`config.mk`:
```
export PLATFORM = sky130hd
export DESIGN_NAME = tdle_ctrl
export DESIGN_NICKNAME = d
export VERILOG_FILES = /design/src/sv/tdle_pkg.sv /design/src/sv/tdle_ctrl.sv
export SDC_FILE = /design/constraint.sdc
export NUM_CORES = 1
export LEC_CHECK = 0
export BUFFER_PORTS_ARGS = -buffer_cell sky130_fd_sc_hd__buf_2
export CAP_MARGIN = 20
export CORE_MARGIN = 2
export CORE_UTILIZATION = 51
export DETAILED_ROUTE_END_ITERATION = 6
export PLACE_DENSITY = 0.85
export SETUP_SLACK_MARGIN = 0.15
export SLEW_MARGIN = 5
export SYNTH_ARGS = -nofsm -noshare
export SYNTH_HDL_FRONTEND = slang
export SYNTH_SLANG_ARGS = --single-unit
```
`constraint.sdc`:
```
create_clock -name i_clk -period 1.61 [get_ports i_clk]
set_input_delay 0.2415 -clock i_clk [delete_from_list [all_inputs] [get_ports i_clk]]
set_output_delay 0.2415 -clock i_clk [all_outputs]
set_load 0.02 [all_outputs]
```
`src/sv/tdle_pkg.sv`:
```
`timescale 1ns / 1ps
// ----------------------------------------------------------------------------
// tdle_pkg
// shared types and codes of the tree distance engine
// ----------------------------------------------------------------------------
package tdle_pkg;

    typedef enum logic [1:0] {
        CMD_ADD   = 2'd0,
        CMD_BUILD = 2'd1,
        CMD_QUERY = 2'd2,
        CMD_CLEAR = 2'd3
    } t_cmd;

    localparam logic [1:0] ST_ANSWER    = 2'd0;
    localparam logic [1:0] ST_BUILT     = 2'd1;
    localparam logic [1:0] ST_DROPPED   = 2'd2;
    localparam logic [1:0] ST_UNREACHED = 2'd3;

    typedef enum logic [5:0] {
        S_RST_SWEEP, S_IDLE, S_DECODE,
        S_ADD_WA, S_ADD_RB, S_ADD_WB, S_CLR,
        S_B_SWEEP, S_B_ROOT, S_B_RTBL, S_B_DONE,
        S_W_POP, S_W_CUR, S_W_HEAD, S_W_EDGE, S_W_TGT, S_W_CHK,
        S_W_LR, S_W_LW, S_W_NX,
        S_Q_RB, S_Q_CHK, S_L1R, S_L1T, S_L1C, S_EQ,
        S_L2R, S_L2Y, S_L2C, S_L0R, S_L0, S_DL, S_DV,
        S_EMIT
    } t_state;

    typedef enum logic [5:0] {
        OP_NONE, OP_LOAD, OP_SWEEP_ALL, OP_SWEEP_HEAD, OP_SWEEP_DEPTH, OP_SWEEP_START,
        OP_CLR_EDGES, OP_DROP, OP_ADD_RA, OP_ADD_WA, OP_ADD_RB, OP_ADD_WB,
        OP_ROOT, OP_RTBL, OP_POP, OP_CUR, OP_HEAD, OP_EDGE_RD, OP_TGT, OP_PUSH,
        OP_NEXT_EDGE, OP_LR, OP_LW, OP_RES_BUILD, OP_RES_BAD,
        OP_Q_RA, OP_Q_RB, OP_Q_CHK, OP_L1R, OP_L1T, OP_L1C, OP_EQ,
        OP_L2R, OP_L2Y, OP_L2C, OP_L0R, OP_L0, OP_DL, OP_DV, OP_EMIT
    } t_op;

    typedef struct packed {
        t_cmd cmd;
        logic pair_ok;
        logic store_full;
        logic root_ok;
        logic sweep_last;
        logic queue_empty;
        logic edge_zero;
        logic tgt_new;
        logic level_top;
        logic level_zero;
        logic depth_bad;
        logic pair_same;
        logic out_busy;
    } t_dp_stat;

endpackage

```
`src/sv/tdle_ctrl.sv`:
```
`timescale 1ns / 1ps
// ----------------------------------------------------------------------------
// tdle_ctrl
// sequencer for edge store updates, the build walk and lifting queries
// ----------------------------------------------------------------------------
module tdle_ctrl (
    input  logic              i_clk,
    input  logic              i_rst_n,
    input  logic              i_s_valid,
    output logic              o_s_ready,
    input  tdle_pkg::t_dp_stat i_stat,
    output tdle_pkg::t_op     o_op
);
    import tdle_pkg::*;

    t_state r_state, n_state;
    logic   accept;

    assign o_s_ready = (r_state == S_IDLE);
    assign accept    = i_s_valid && o_s_ready;

    always_ff @(posedge i_clk) begin
        if (!i_rst_n) begin
            r_state <= S_RST_SWEEP;
        end else begin
            r_state <= n_state;
        end
    end

    always_comb begin
        n_state = r_state;
        unique case (r_state)
            S_RST_SWEEP: if (i_stat.sweep_last) n_state = S_IDLE;
            S_IDLE:      if (accept) n_state = S_DECODE;
            S_DECODE: begin
                unique case (i_stat.cmd)
                    CMD_ADD: begin
                        if (!i_stat.pair_ok || i_stat.store_full) n_state = S_IDLE;
                        else n_state = S_ADD_WA;
                    end
                    CMD_CLEAR: n_state = S_CLR;
                    CMD_BUILD: n_state = S_B_SWEEP;
                    default: begin
                        if (!i_stat.pair_ok) n_state = S_EMIT;
                        else n_state = S_Q_RB;
                    end
                endcase
            end
            S_ADD_WA:  n_state = S_ADD_RB;
            S_ADD_RB:  n_state = S_ADD_WB;
            S_ADD_WB:  n_state = S_IDLE;
            S_CLR:     if (i_stat.sweep_last) n_state = S_IDLE;
            S_B_SWEEP: begin
                if (i_stat.sweep_last) n_state = i_stat.root_ok ? S_B_ROOT : S_B_DONE;
            end
            S_B_ROOT:  n_state = S_B_RTBL;
            S_B_RTBL:  if (i_stat.level_top) n_state = S_W_POP;
            S_B_DONE:  n_state = S_EMIT;
            S_W_POP:   n_state = i_stat.queue_empty ? S_B_DONE : S_W_CUR;
            S_W_CUR:   n_state = S_W_HEAD;
            S_W_HEAD:  n_state = S_W_EDGE;
            S_W_EDGE:  n_state = i_stat.edge_zero ? S_W_POP : S_W_TGT;
            S_W_TGT:   n_state = S_W_CHK;
            S_W_CHK:   n_state = i_stat.tgt_new ? S_W_LR : S_W_EDGE;
            S_W_LR:    n_state = S_W_LW;
            S_W_LW:    n_state = i_stat.level_top ? S_W_NX : S_W_LR;
            S_W_NX:    n_state = S_W_EDGE;
            S_Q_RB:    n_state = S_Q_CHK;
            S_Q_CHK:   n_state = i_stat.depth_bad ? S_EMIT : S_L1R;
            S_L1R:     n_state = S_L1T;
            S_L1T:     n_state = S_L1C;
            S_L1C:     n_state = i_stat.level_zero ? S_EQ : S_L1R;
            S_EQ:      n_state = i_stat.pair_same ? S_DL : S_L2R;
            S_L2R:     n_state = S_L2Y;
            S_L2Y:     n_state = S_L2C;
            S_L2C:     n_state = i_stat.level_zero ? S_L0R : S_L2R;
            S_L0R:     n_state = S_L0;
            S_L0:      n_state = S_DL;
            S_DL:      n_state = S_DV;
            S_DV:      n_state = S_EMIT;
            S_EMIT:    if (!i_stat.out_busy) n_state = S_IDLE;
            default:   n_state = S_IDLE;
        endcase
    end

    always_comb begin
        o_op = OP_NONE;
        unique case (r_state)
            S_RST_SWEEP: o_op = OP_SWEEP_ALL;
            S_IDLE:      if (accept) o_op = OP_LOAD;
            S_DECODE: begin
                unique case (i_stat.cmd)
                    CMD_ADD: begin
                        if (!i_stat.pair_ok) o_op = OP_NONE;
                        else if (i_stat.store_full) o_op = OP_DROP;
                        else o_op = OP_ADD_RA;
                    end
                    CMD_CLEAR: o_op = OP_CLR_EDGES;
                    CMD_BUILD: o_op = OP_SWEEP_START;
                    default:   o_op = i_stat.pair_ok ? OP_Q_RA : OP_RES_BAD;
                endcase
            end
            S_ADD_WA:  o_op = OP_ADD_WA;
            S_ADD_RB:  o_op = OP_ADD_RB;
            S_ADD_WB:  o_op = OP_ADD_WB;
            S_CLR:     o_op = OP_SWEEP_HEAD;
            S_B_SWEEP: o_op = OP_SWEEP_DEPTH;
            S_B_ROOT:  o_op = OP_ROOT;
            S_B_RTBL:  o_op = OP_RTBL;
            S_B_DONE:  o_op = OP_RES_BUILD;
            S_W_POP:   if (!i_stat.queue_empty) o_op = OP_POP;
            S_W_CUR:   o_op = OP_CUR;
            S_W_HEAD:  o_op = OP_HEAD;
            S_W_EDGE:  if (!i_stat.edge_zero) o_op = OP_EDGE_RD;
            S_W_TGT:   o_op = OP_TGT;
            S_W_CHK:   o_op = i_stat.tgt_new ? OP_PUSH : OP_NEXT_EDGE;
            S_W_LR:    o_op = OP_LR;
            S_W_LW:    o_op = OP_LW;
            S_W_NX:    o_op = OP_NEXT_EDGE;
            S_Q_RB:    o_op = OP_Q_RB;
            S_Q_CHK:   o_op = i_stat.depth_bad ? OP_RES_BAD : OP_Q_CHK;
            S_L1R:     o_op = OP_L1R;
            S_L1T:     o_op = OP_L1T;
            S_L1C:     o_op = OP_L1C;
            S_EQ:      o_op = OP_EQ;
            S_L2R:     o_op = OP_L2R;
            S_L2Y:     o_op = OP_L2Y;
            S_L2C:     o_op = OP_L2C;
            S_L0R:     o_op = OP_L0R;
            S_L0:      o_op = OP_L0;
            S_DL:      o_op = OP_DL;
            S_DV:      o_op = OP_DV;
            S_EMIT:    if (!i_stat.out_busy) o_op = OP_EMIT;
            default:   o_op = OP_NONE;
        endcase
    end

endmodule

```
==> results by group, run 1 <==
Outcome
  – Status: aborted with a tool error
  – Fail Step: 5_1_grt
  – Error message: [ERROR DPL-0038] Utilization greater than 100%, impossible to legalize

Synthesis
  – Synth unique cells: 60
  – EDFF count, synth: 0
  – Synth cell count leaders: 20 x nand2_1, 19 x nor2_1, 15 x o21ai_0, 13 x a21oi_1, 11 x nand2b_1
  – Most common cell in the netlist: nand2_1
  – Post-Syn Nets: 229
  – Primary FF master, synth: dfxtp_1
  – Synth area leader: dfxtp_1
  – Synth top area share: 8.59%
  – Synthesized instance count: 212
  – Main area contributors after synthesis: dfxtp_1 8.6%, nand2_1 5.4%, o21ai_0 5.4%, nor2_1 5.1%, nand2b_1 4.9%
  – Asr flop ratio synth: 0%
  – Sequential area share after synthesis: 8.59%
  – Syn Area/Cell: 6.60 um^2
  – Mapped Area: 1400 um^2
  – Number of synthesized register bits: 6
  – Yosys warnings: 0

Die
  – # IOs: 24
  – Die H: 56.4 um
  – Initial core utilization: 55.0%
  – Row count: 18
  – Die Width: 56.4 um

Placed design
  – Dpl hpwl: 5180 um
  – Gpl congestion: 1.09
  – Dpl ws: -0.342 ns
  – # port buffers: 23

Clocking
  – Clk sinks: 6
  – Clk buf depth: 2
  – H-tree level count: 1
  – Hold-fix buffers at CTS: 0
  – CTS root buf: clkbuf_4
  – Cts bufs inserted: 3

Timing
  – WEP type: output port
  – Worst EP post-GRT repair: o_op[1]

Global route
  – Largest net degree at the start of global routing: 17
logic make-up after synthesis:
family	share of synthesized area, %
AND/OR/NAND/NOR	37.4
AO/OA/AOI/OAI	41.0
XOR/XNOR	0.626
buffers and inverters	10.3
multiplexers	2.15
flip-flops	8.59
metrics by stage:
step | instances | util, % | TNS (ns) | hold slack (ns) | instance area, um^2
detailed placement | 317 | 80.9 | -2.93 | 0.537 | 2060
floorplan | 212 | - | -0.394 | 0.359 | 1510
CTS | 332 | 93.8 | -2.73 | 0.257 | 2390
global placement | 317 | 80.9 | -2.38 | 0.531 | 2060
what timing repair did:
action / in CTS
setup endpoints to repair: 13
gates resized for setup: 62
buffers inserted: 12
endpoints found under the hold margin: 0
cloned: 0
pin swaps: 20
==> run 2, diff against run 1 <==
- CORE_UTILIZATION: 51 -> 38
- PLACE_DENSITY: 0.85 -> default
- PLACE_DENSITY_LB_ADDON: default -> 0.15
- SETUP_SLACK_MARGIN: 0.15 -> default
- clock period: 1.61 -> 2.1 ns (I/O delays scaled with it)
==> results by group, run 2 <==
Outcome
  – Status: finished with violations
  – Failing checks: negative setup slack

Timing
  – Min Clock Period, post-route: 2.13 ns
  – Max-slew violation count: 0
  – Endpoints failing setup: 1
  – Fmax: 469 MHz
  – Tightest Pin Transition: 0.448 ns
  – Final period util: 102%
  – Max-Slew Margin vs Limit: 69.9%
  – Final WS setup: -0.0330 ns
  – Final Skew: 0.00363 ns
  – RSZ-0062 raised after global routing: true
  – Setup TNS: -0.0330 ns
  – Final hold violations: 0
  – Hold slack final: 0.380 ns

Global route
  – Initial antenna violation count: 0
  – Largest net degree at the start of global routing: 16
  – Overflow after GRT: 0
  – Global-route wire length before repair: 8860 um
  – Gr usage total: 27.6%
  – Vias in the first global route: 1795

Layout
  – Most flops, register: r_state
  – Final Core Density: 58.8%
  – Commonest non-fill, non-tap cell in the layout: buf_4
  – Final net count: 284
  – Top Registers: r_state x6
  – Max FFs per register: 6
  – Filler cells: 351
  – Antenna cell count: 0
  – Syn-to-layout area delta: 51.6%
  – Share of layout cells above drive strength 1: 39.6%
  – Most frequent cells in the layout: 37 x buf_4, 19 x nand2_1, 19 x buf_2

Die
  – # IOs: 24
  – Die Width: 64.7 um
  – Initial core utilization: 38.8%
  – Die H: 64.7 um
  – Die Area: 4180 um^2
  – Area of the core: 3610 um^2
  – Row count: 22

Clocking
  – Hold-fix buffers at CTS: 0
  – Worst-Skew Late Latency: 0.23 ns
  – Clk sinks: 6
  – CTS root buf: clkbuf_8
  – H-tree level count: 1
  – Reg clk slew, reported paths: 0.04 ns
  – Cts bufs inserted: 3
  – CTS tree: done
  – Clk buf depth: 2

Flow run
  – Max-cap violations: 0

Synthesis
  – Number of synthesized register bits: 6
  – Post-Syn Nets: 229
  – EDFF count, synth: 0
  – Primary FF master, synth: dfxtp_1
  – Synth area leader: dfxtp_1
  – Sequential area share after synthesis: 8.59%
  – Synth top area share: 8.59%
  – Asr flop ratio synth: 0%
  – Main area contributors after synthesis: dfxtp_1 8.6%, nand2_1 5.4%, o21ai_0 5.4%, nor2_1 5.1%, nand2b_1 4.9%
  – Synth cell count leaders: 20 x nand2_1, 19 x nor2_1, 15 x o21ai_0, 13 x a21oi_1, 11 x nand2b_1
  – Largest family of logic cells by synthesized area: compound AO/OA/AOI/OAI gates
  – Mapped Area: 1400 um^2
  – Synthesized instance count: 212
  – Post-Synth Simple-Gate Area: 37.4%
  – Synth unique cells: 60
  – Area fraction in compound gates after synthesis: 41.0%
  – Most common cell in the netlist: nand2_1
  – Syn Area/Cell: 6.60 um^2
  – Yosys warnings: 0
  – Mux cell area share after synthesis: 2.15%
  – Adder-cell share of the synthesized area: 0%
  – XOR/XNOR share of the synthesized area: 0.626%

Drt
  – Pre-antenna DRT Iters: 5
  – Wl on met1: 2350 um
  – DR WL met3: 599 um
  – Vias/cell: 6.41
  – Drt drc: 0
  – Routed via count: 2005
  – Met2 routed WL: 2760 um
  – Top Layer Used: met4
  – Routed WL per cell: 19.2 um
  – Routed Antenna Nets: 0
  – Initial drt markers: 273
  – Final WL: 5990 um

Worst setup path
  – Crit. End Element: output pin
  – Worst EP required: 1.78 ns
  – Kind of critical path: reg -> out
  – Worst Path Max Fanout: 3
  – Critical path arrival: 1.82 ns
  – Startpoint type of the worst setup path: flop

Placed design
  – Gpl congestion: 0.931
  – Dpl hpwl: 4200 um
  – # port buffers: 23

Power
  – Power density over cell area: 506 nW/um^2
  – LEAKAGE: 0.880 nW
  – Worst-case vdd ir drop: 0.000253 V
  – Tot Pwr: 1.07 mW

Hold path
  – Worst Hold Class: in -> reg
## run 2: cell counts after synthesis
Identical to the previous run, type by type.
## run 2: worst paths after layout
| kind | start | endpoint | slack [ns] | depth (start not counted) |
|---|---|---|---|---|
| hold reg to reg | r_state[1]$_SDFFE_PN0P_ | r_state[1]$_SDFFE_PN0P_ | 0.71 | 2 |
| hold / removal | i_rst_n | r_state[5]$_SDFFE_PN0P_ | 0.38 | 2 |
| setup reg to reg | r_state[3]$_SDFFE_PN0P_ | r_state[1]$_SDFFE_PN0P_ | 0.22 | 7 |
| setup / recovery | r_state[5]$_SDFFE_PN0P_ | o_op[0] | -0.03 | 7 |
## run 2: what timing repair did
item	in CTS	in global routing
gates resized for setup	25	18
endpoints found under the setup margin	4	5
gates cloned	2	1
buffers inserted	4	5
pin swaps	5	15
## run 2: power by group
group	internal, mW	switching (mW)
registers	0.125	0.0263
logic	0.378	0.357
clock network	0.124	0.0617
total	0.627	0.445
## run 2: kinds of logic after synthesis
kind of cell,after synthesis
compound gates,80
xor+xnor,1
buf+inv,27
flops,6
mux,3
simple gates,95
## run 2: area by class of cell
class                   instances  area (um^2)  area share [%]
flip-flops and latches          6          138            6.49
repair buffers                 68          617            29.1
well taps                      48         60.1            2.83
clock buffers                   3         41.3            1.95
inverters                       9         33.8            1.59
multi-input cells             179         1230            58.1
## run 2: through the flow
stage | setup WS [ns] | instances | cell area [um^2]
CTS | -0.0186 | 307 | 1980
detailed placement | 0.00932 | 298 | 1760
finish | -0.0330 | 313 | 2120
global placement | -0.0867 | 298 | 1760
floorplan | 0.0132 | 212 | 1400
global route | -0.0474 | 313 | 2120
## run 2: per-layer routing
metal / track usage (%) / up-vias
met5: 0 / -
met4: 12.8 / 0
met3: 5.03 / 30
met2: 45.1 / 152
met1: 35.1 / 903
li1: - / 920
## run 2: critical path, stage by stage, from the launching register on
cell	delay [ns]
dfxtp_4	0.36
buf_6	0.10
and2b_1	0.20
and3_4	0.16
a22oi_2	0.18
o2111ai_2	0.15
a221o_1	0.29
buf_6	0.14
(Power assumes the default switching activity.)
==> run 3, diff against run 2 <==
- SETUP_SLACK_MARGIN: default -> 0.5
==> results by group, run 3 (synthesis gave the netlist of run 2 again) <==
Timing
  – Hold slack final: 0.363 ns
  – Tightest Pin Transition: 0.359 ns
  – Endpoints failing setup: 0
  – RSZ-0062 raised after global routing: true
  – Max-Slew Margin vs Limit: 75.8%
  – Max-slew violation count: 0
  – Final hold violations: 0
  – Final period util: 99.9%
  – Fmax: 477 MHz
  – Min Clock Period, post-route: 2.10 ns
  – Final Skew: 0.00682 ns

Drt
  – Pre-antenna DRT Iters: 5
  – Top Layer Used: met4
  – Drt drc: 0
  – Final WL: 6210 um
  – Routed via count: 2050
  – Routed Antenna Nets: 0
  – Routed WL per cell: 19.3 um
  – Vias/cell: 6.39
  – Met2 routed WL: 3010 um
  – Initial drt markers: 223
  – DR WL met3: 612 um
  – Wl on met1: 2450 um

Power
  – Sequential share of power: 12.8%
  – Power density over cell area: 471 nW/um^2
  – Clock power frac: 16.1%
  – Worst-case vdd ir drop: 0.000405 V
  – Switching Share: 42.8%
  – Combinational group share of total power: 71.1%
  – Sw power: 0.473 mW
  – LEAKAGE: 0.948 nW
  – Int Pwr: 0.631 mW

Layout
  – Antenna cell count: 0
  – Share of layout cells above drive strength 1: 49.5%
  – Max FFs per register: 6
  – Final Cell Area: 2340 um^2
  – Top Registers: r_state x6
  – Final net count: 292
  – Commonest non-fill, non-tap cell in the layout: buf_4
  – Syn-to-layout area delta: 67.4%
  – Most frequent cells in the layout: 39 x buf_4, 18 x nand2_1, 16 x buf_6, 16 x buf_2, 14 x nor2_1
  – Filler cells: 307
  – Most flops, register: r_state
  – Final Core Density: 65.0%

Placed design
  – # port buffers: 23
  – Dpl hpwl: 4240 um
  – Gpl congestion: 0.952
  – DP Area: 1790 um^2

Clocking
  – CTS root buf: clkbuf_8
  – Worst-Skew Late Latency: 0.23 ns
  – H-tree level count: 1
  – Cts bufs inserted: 3
  – Reg clk slew, reported paths: 0.04 ns
  – Hold-fix buffers at CTS: 0
  – CTS tree: done
  – Clk sinks: 6
  – Clk buf depth: 2

Hold path
  – Worst Hold End: r_state[2]$_SDFFE_PN0P_
  – HP Start: i_rst_n
  – Hold Path Cell Cnt: 2
  – Worst Hold Class: in -> reg

Worst setup path
  – Cells along the critical path: buf_6 > nand2b_4 > or3_4 > o21a_1 > o21a_1 > o2111ai_4 > buf_6
  – Worst r2r dst: r_state[4]$_SDFFE_PN0P_
  – Flop2flop setup slack: 0.28 ns
  – Worst-case reg-to-reg path depth: 7
  – Worst EP required: 1.78 ns
  – Kind of critical path: reg -> out
  – Startpoint type of the worst setup path: flop
  – Critical R2R Launch: r_state[0]$_SDFFE_PN0P_
  – Worst Path Max Fanout: 10
  – CP max stage cell: dfxtp_4
  – Crit. End Element: output pin
  – Critical path arrival: 1.78 ns
  – CP peak stage delay: 0.37 ns

Global route
  – Vias in the first global route: 1826
  – Gr usage total: 29.0%
  – Largest net degree at the start of global routing: 22
  – Initial antenna violation count: 0
  – Global-route wire length before repair: 9380 um
  – Overflow after GRT: 0

Die
  – Area of the core: 3610 um^2
  – Die Area: 4180 um^2
  – Die Width: 64.7 um
  – Die H: 64.7 um
  – Row count: 22
  – Initial core utilization: 38.8%
  – # IOs: 24

Flow run
  – Max-cap violations: 0

Outcome
  – Status: completed
==> run 3: cell types whose count changed in the layout (fill, tap and decap cells not counted), sizes merged <==
cell	before	now
buf	65	75
bufbuf	2	0
==> run 3: power by group through the flow <==
stage / registers (mW) / logic [mW] / clock network (mW)
floorplan: 0.134 / 0.378 / 0
global placement: 0.134 / 0.556 / 0
detailed placement: 0.135 / 0.549 / 0
CTS: 0.136 / 0.679 / 0.180
global route: 0.141 / 0.829 / 0.183
finish: 0.141 / 0.785 / 0.178
==> run 3: how the worst max path moves through the flow <==
stage               cells past startpoint  slack, ns                     from      end
global placement                        7       0.04  r_state[2]$_SDFFE_PN0P_  o_op[0]
finish                                  7      0.003  r_state[2]$_SDFFE_PN0P_  o_op[1]
CTS                                     7     -0.006  r_state[2]$_SDFFE_PN0P_  o_op[0]
floorplan                               6       0.26  r_state[5]$_SDFFE_PN0P_  o_op[0]
detailed placement                      7       0.07  r_state[2]$_SDFFE_PN0P_  o_op[0]
global route                            7      -0.04  r_state[2]$_SDFFE_PN0P_  o_op[0]
==> run 3: metal layers <==
| layer | GRT usage [%] | vias to the layer above |
|---|---|---|
| met1 | 39.3 | 966 |
| met4 | 9.04 | 0 |
| met2 | 47.8 | 129 |
| met3 | 3.47 | 18 |
| met5 | 0 | - |
| li1 | - | 937 |
==> run 3: area by class of cell <==
type	instances	area [um^2]	share of cell area [%]
Clock buffer	3	41.3	1.76
Inverter	9	33.8	1.44
Timing Repair Buffer	76	648	27.7
Multi-Input combinational cell	179	1420	60.6
Sequential cell	6	140	5.98
Tap cell	48	60.1	2.56
==> run 3: timing repair <==
action                     4_1_cts  5_1_grt
buffers inserted                13        8
pin swaps                       19       15
gates cloned                     1        1
setup endpoints to repair       13       13
resized for setup               56       28
==> run 3: worst max-delay path, delay by kind of cell (launching register included) <==
family,cells,cell delay (ns)
AOI/OAI and AO/OA,3,0.43
buffers and inverters,2,0.29
DFF,1,0.37
and+or+nand+nor,2,0.45
==> run 3: stage by stage <==
stage                     total power [mW]  setup TNS [ns]  setup slack, ns  std cells
after floorplan                      0.512               0            0.257        212
after detailed placement             0.683               0           0.0698        295
after global routing                  1.15          -0.101          -0.0450        321
after global placement               0.690               0           0.0430        295
final                                 1.10               0          0.00262        321
after CTS                            0.995         -0.0114         -0.00636        312
